===== src/rtl/gld_pkg.sv =====
// Shared constants, types and helpers for the GIF LZW decoder core.
// No dependencies; every other file of the block imports this package.
package gld_pkg;

    localparam int MAX_CODE_BITS = 12;
    localparam int TABLE_DEPTH   = 1 << MAX_CODE_BITS;
    localparam int BUFFER_BITS   = 32;
    localparam int HELD_W        = $clog2(BUFFER_BITS + 1);
    localparam int WIDTH_W       = 4;
    localparam int NEXT_W        = MAX_CODE_BITS + 1;
    localparam int DICT_W        = MAX_CODE_BITS + 16;

    localparam logic [1:0] OP_START = 2'd0;
    localparam logic [1:0] OP_PUSH  = 2'd1;
    localparam logic [1:0] OP_PULL  = 2'd2;

    localparam logic [2:0] ST_PIXEL   = 3'd0;
    localparam logic [2:0] ST_NEED    = 3'd1;
    localparam logic [2:0] ST_ENDED   = 3'd2;
    localparam logic [2:0] ST_CLEAR   = 3'd3;
    localparam logic [2:0] ST_TAKEN   = 3'd4;
    localparam logic [2:0] ST_REFUSED = 3'd5;
    localparam logic [2:0] ST_BAD     = 3'd6;

    localparam logic [3:0] MIN_CODE_RESET = 4'd8;

    typedef enum logic [1:0] {
        KIND_START = 2'd0,
        KIND_PUSH  = 2'd1,
        KIND_PULL  = 2'd2,
        KIND_NOP   = 2'd3
    } cmd_kind_t;

    typedef struct packed {
        cmd_kind_t  kind;
        logic [7:0] data_byte;
    } cmd_t;

    typedef enum logic [3:0] {
        S_IDLE      = 4'b0001,
        S_POP       = 4'b0010,
        S_WALK      = 4'b0100,
        S_WALK_DATA = 4'b1000
    } back_state_t;

    function automatic logic [3:0] root_bits(input logic [3:0] mcs);
        logic [3:0] r;
        begin
            r = mcs;
            if (mcs < 4'd2)
                r = 4'd2;
            else if (mcs > 4'd8)
                r = 4'd8;
            return r;
        end
    endfunction

endpackage


===== src/rtl/gld_front.sv =====
// Front end: classifies incoming commands and queues them in two entries.
// Depends on gld_pkg.
module gld_front (
    input  logic          clk,
    input  logic          rst_n,
    input  logic          in_valid,
    output logic          in_ready,
    input  logic [1:0]    in_opcode,
    input  logic [7:0]    in_byte,
    output logic          q_valid,
    output gld_pkg::cmd_t q_entry,
    input  logic          q_pop
);
    import gld_pkg::*;

    cmd_t       slot_reg [2];
    logic       wr_ptr_reg, wr_ptr_next;
    logic       rd_ptr_reg, rd_ptr_next;
    logic [1:0] count_reg, count_next;
    cmd_t       classified;
    logic       push;

    always_comb
    begin
        classified.data_byte = in_byte;
        case (in_opcode)
            OP_START: classified.kind = KIND_START;
            OP_PUSH:  classified.kind = KIND_PUSH;
            OP_PULL:  classified.kind = KIND_PULL;
            default:  classified.kind = KIND_NOP;
        endcase
    end

    assign in_ready = (count_reg != 2'd2);
    assign push     = in_valid && in_ready;
    assign q_valid  = (count_reg != 2'd0);
    assign q_entry  = slot_reg[rd_ptr_reg];

    always_comb
    begin
        wr_ptr_next = push ? ~wr_ptr_reg : wr_ptr_reg;
        rd_ptr_next = q_pop ? ~rd_ptr_reg : rd_ptr_reg;
        count_next  = count_reg + {1'b0, push} - {1'b0, q_pop};
    end

    always_ff @(posedge clk or negedge rst_n)
    begin
        if (!rst_n)
        begin
            wr_ptr_reg <= 1'b0;
            rd_ptr_reg <= 1'b0;
            count_reg  <= 2'd0;
        end
        else
        begin
            wr_ptr_reg <= wr_ptr_next;
            rd_ptr_reg <= rd_ptr_next;
            count_reg  <= count_next;
        end
    end

    always_ff @(posedge clk)
    begin
        if (push)
            slot_reg[wr_ptr_reg] <= classified;
    end

endmodule


===== config.mk =====
export PLATFORM = sky130hd
export DESIGN_NAME = gld_front
export DESIGN_NICKNAME = d
export VERILOG_FILES = /design/src/rtl/gld_pkg.sv /design/src/rtl/gld_front.sv
export SDC_FILE = /design/constraint.sdc
export NUM_CORES = 1
export LEC_CHECK = 0
export ABC_AREA = 1
export BUFFER_PORTS_ARGS = -buffer_cell sky130_fd_sc_hd__buf_2
export CAP_MARGIN = 5
export CORE_MARGIN = 2
export CORE_UTILIZATION = 45
export CTS_CLUSTER_DIAMETER = 120
export CTS_CLUSTER_SIZE = 40
export DETAILED_ROUTE_END_ITERATION = 12
export PLACE_DENSITY = 0.73
export SYNTH_ARGS = -nofsm -noshare
export SYNTH_HDL_FRONTEND = slang
export SYNTH_SLANG_ARGS = --single-unit

===== constraint.sdc =====
create_clock -name clk -period 1.4 [get_ports clk]
set_clock_uncertainty 0.05 [all_clocks]
set_input_delay 0.07 -clock clk [delete_from_list [all_inputs] [get_ports clk]]
set_output_delay 0.07 -clock clk [all_outputs]
set_load 0.01 [all_outputs]

==> results.toml <==
[final_layout]
seqCellArea_um2 = 701
multiInputGateArea_um2 = 283
antennaDiodeCount = 0
synthToLayoutAreaGrowth_pct = 48.1
drive_above_1_share_pct = 55.2
largest_reg_flops = 20
final_util_pct = 72.3
finalNonFillerCells = 132
finalNetCount = 121
final_area_mm2 = 0.00145
fill_cells = 134

[setup_path]
crit_path_max_incr_delay_ns = 0.42
cp_data_arrival_time_ns = 1.31
worstSetupPathType = "flop to output port"
path_cells = "buf_12 -> mux2_4 -> buf_6"
path_max_fanout = 11
crit_slowest_cell = "dfrtp_1"
crit_required_ns = 1.28
end_kind = "output port"
start_kind = "flop"

[global_routing]
grt-ovfl-total = 0
grt_pass1_wl_um = 2750
grt_usage_pct = 15.1
grt_pass1_vias = 606
antenna_found_initial = 0
grt_max_degree = 14

[floorplanning]
die-area_mm2 = 0.00256
initial_core_util_pct = 48.8
die_w_um = 50.6
die_h_um = 50.6
core_mm2 = 0.00200
pin_count = 26
fp-row-count = 16

[synth]
syn_area_per_cell_um2 = 16.3
syn_nets = 75
synthCells = 60
synth_area_leaders = "edfxtp_1, mux2_4, dfrtp_1"
synth_seq_cells = 24
yosysTopAreaCell = "edfxtp_1"
synth_top_area_share_pct = 61.5
yosysSeqAreaShare_pct = 71.7
yosys_warnings = 0
ys_types = 15
syn-cell-area_um2 = 977

[worst_hold_path]
hp-class = "input pin to asynchronous set/reset pin"

[routing]
drt-total-wl_um = 1790
route.detailed.drc = 0
vias = 614
avgViaCountPerCell = 4.65
ant_nets = 0
drt_pass1_iterations = 4
avgRoutedWirePerCell_um = 13.6
initialDrtViolationCount = 8

[timing]
finalSetupTns_ns = -0.196
hold_violations = 0
fin_crit_ns = 1.43
rsz0062_at_grt = "true"
finalWorstSetupSlack_ns = -0.0255
setup_violations = 10
fin_crit_sh_pct = 102
relSlewSlack_pct = 90.6
final_max_slew_viol_count = 0
tightest_slew_ns = 0.142
timing.hold.ws_ns = 0.0410
fmax_mhz = 701

[job]
cap_viol_max_count = 0

[clock_tree]
clockBufferDepth = 2
cts_buffers = 3
cts_tree = "yes"
cts_root_buffer = "clkbuf_4"
clk_pin_slew_ns = 0.11
clock-sinks = 24
h-tree-depth = 1
clk_latency_ns = 0.29

[placement]
dp.cells = 112
place_area_mm2 = 0.00117
dp_slack_ns = -0.0615
post-dp-hpwl_um = 1090
gp_congestion = 0.656
port-buffer-count = 25

[power_and_ir_drop]
power_mw = 2.73
max-vdd-ir-drop_mv = 1.56
p_per_area_mw_per_mm2 = 1880
p_leak_nw = 0.622

[run_status]
status = "finished with violations"
violations = "setup timing"
[synthesized netlist by cell type, drive strengths merged]
master / count
xor2: 1
buf: 1
nand3: 1
nand3b: 1
dfrtp: 4
a21oi: 1
ha: 1
mux2: 10
nand2: 10
inv: 5
edfxtp: 20
clkbuf: 2
nor2: 3
[worst max-delay path, delay by kind of cell (launching register included)]
kind     cells  cell delay [ns]
buf+inv      2             0.28
flops        1             0.42
mux          1             0.30
[metal layers]
metal | vias to the layer above | track usage, % | wire length (um)
li1 | 298 | - | -
met1 | 297 | 18.7 | 740
met2 | 17 | 25.9 | 974
met3 | 2 | 2.68 | 61
met4 | 0 | 6.76 | 12
met5 | - | 0 | 0
[cells in the final DEF, fill, tap and decap left out, types with 3 or more instances in the layout]
master         netlist  layout
nand2_2              2       5
clkbuf_4             0       3
inv_2                0       3
buf_4                0       5
dfrtp_1              4       4
buf_6                1      10
dlygate4sd3_1        0      12
nand2_1              8       3
buf_2                0      15
mux2_4               9      10
edfxtp_1            20      20
[power by group]
| group | switching, mW | internal [mW] | leakage, nW |
|---|---|---|---|
| Combinational | 0.587 | 0.777 | 0.375 |
| Sequential | 0.0804 | 0.987 | 0.232 |
| Clock | 0.183 | 0.111 | 0.0150 |
| Total | 0.851 | 1.88 | 0.622 |
[area by class of cell]
class                   count  area share (%)
flip-flops and latches     24            48.4
repair buffers             44            26.6
multi-input cells          28            19.5
well taps                  27            2.33
clock buffers               4            1.82
inverters                   5            1.30
[cell families after synthesis]
group | share of synthesized area (%)
flip-flops | 71.7
AND/OR/NAND/NOR | 6.79
multiplexers | 15.0
buffers and inverters | 3.84
AO/OA/AOI/OAI | 0.512
XOR/XNOR | 0.896
adder cells (fa/ha/maj) | 1.28
[final timing paths]
check / start / slack [ns] / to / cells past startpoint
worst min register to register: wr_ptr_reg$_DFFE_PN0P_ / 0.53 / wr_ptr_reg$_DFFE_PN0P_ / 2
worst min-delay path: rst_n / 0.04 / count_reg[1]$_DFF_PN0_ / 2
worst max register to register: count_reg[0]$_DFF_PN0_ / 0.03 / count_reg[1]$_DFF_PN0_ / 11
max in group asynchronous: rst_n / 1.14 / count_reg[0]$_DFF_PN0_ / 2
worst max-delay path: rd_ptr_reg$_DFFE_PN0P_ / -0.03 / q_entry[5] / 3
min in group clk: in_valid / 0.05 / wr_ptr_reg$_DFFE_PN0P_ / 3
[repair_timing]
item / CTS / global route
pin swaps: 3 / 8
gates resized for setup: 14 / 9
setup buffers: 4 / 0
hold buffers: 12 / 0
setup endpoints to repair: 11 / 11
cloned: 0 / 0
hold endpoints to repair: 26 / 0
Power figures use the tool's default switching activity.
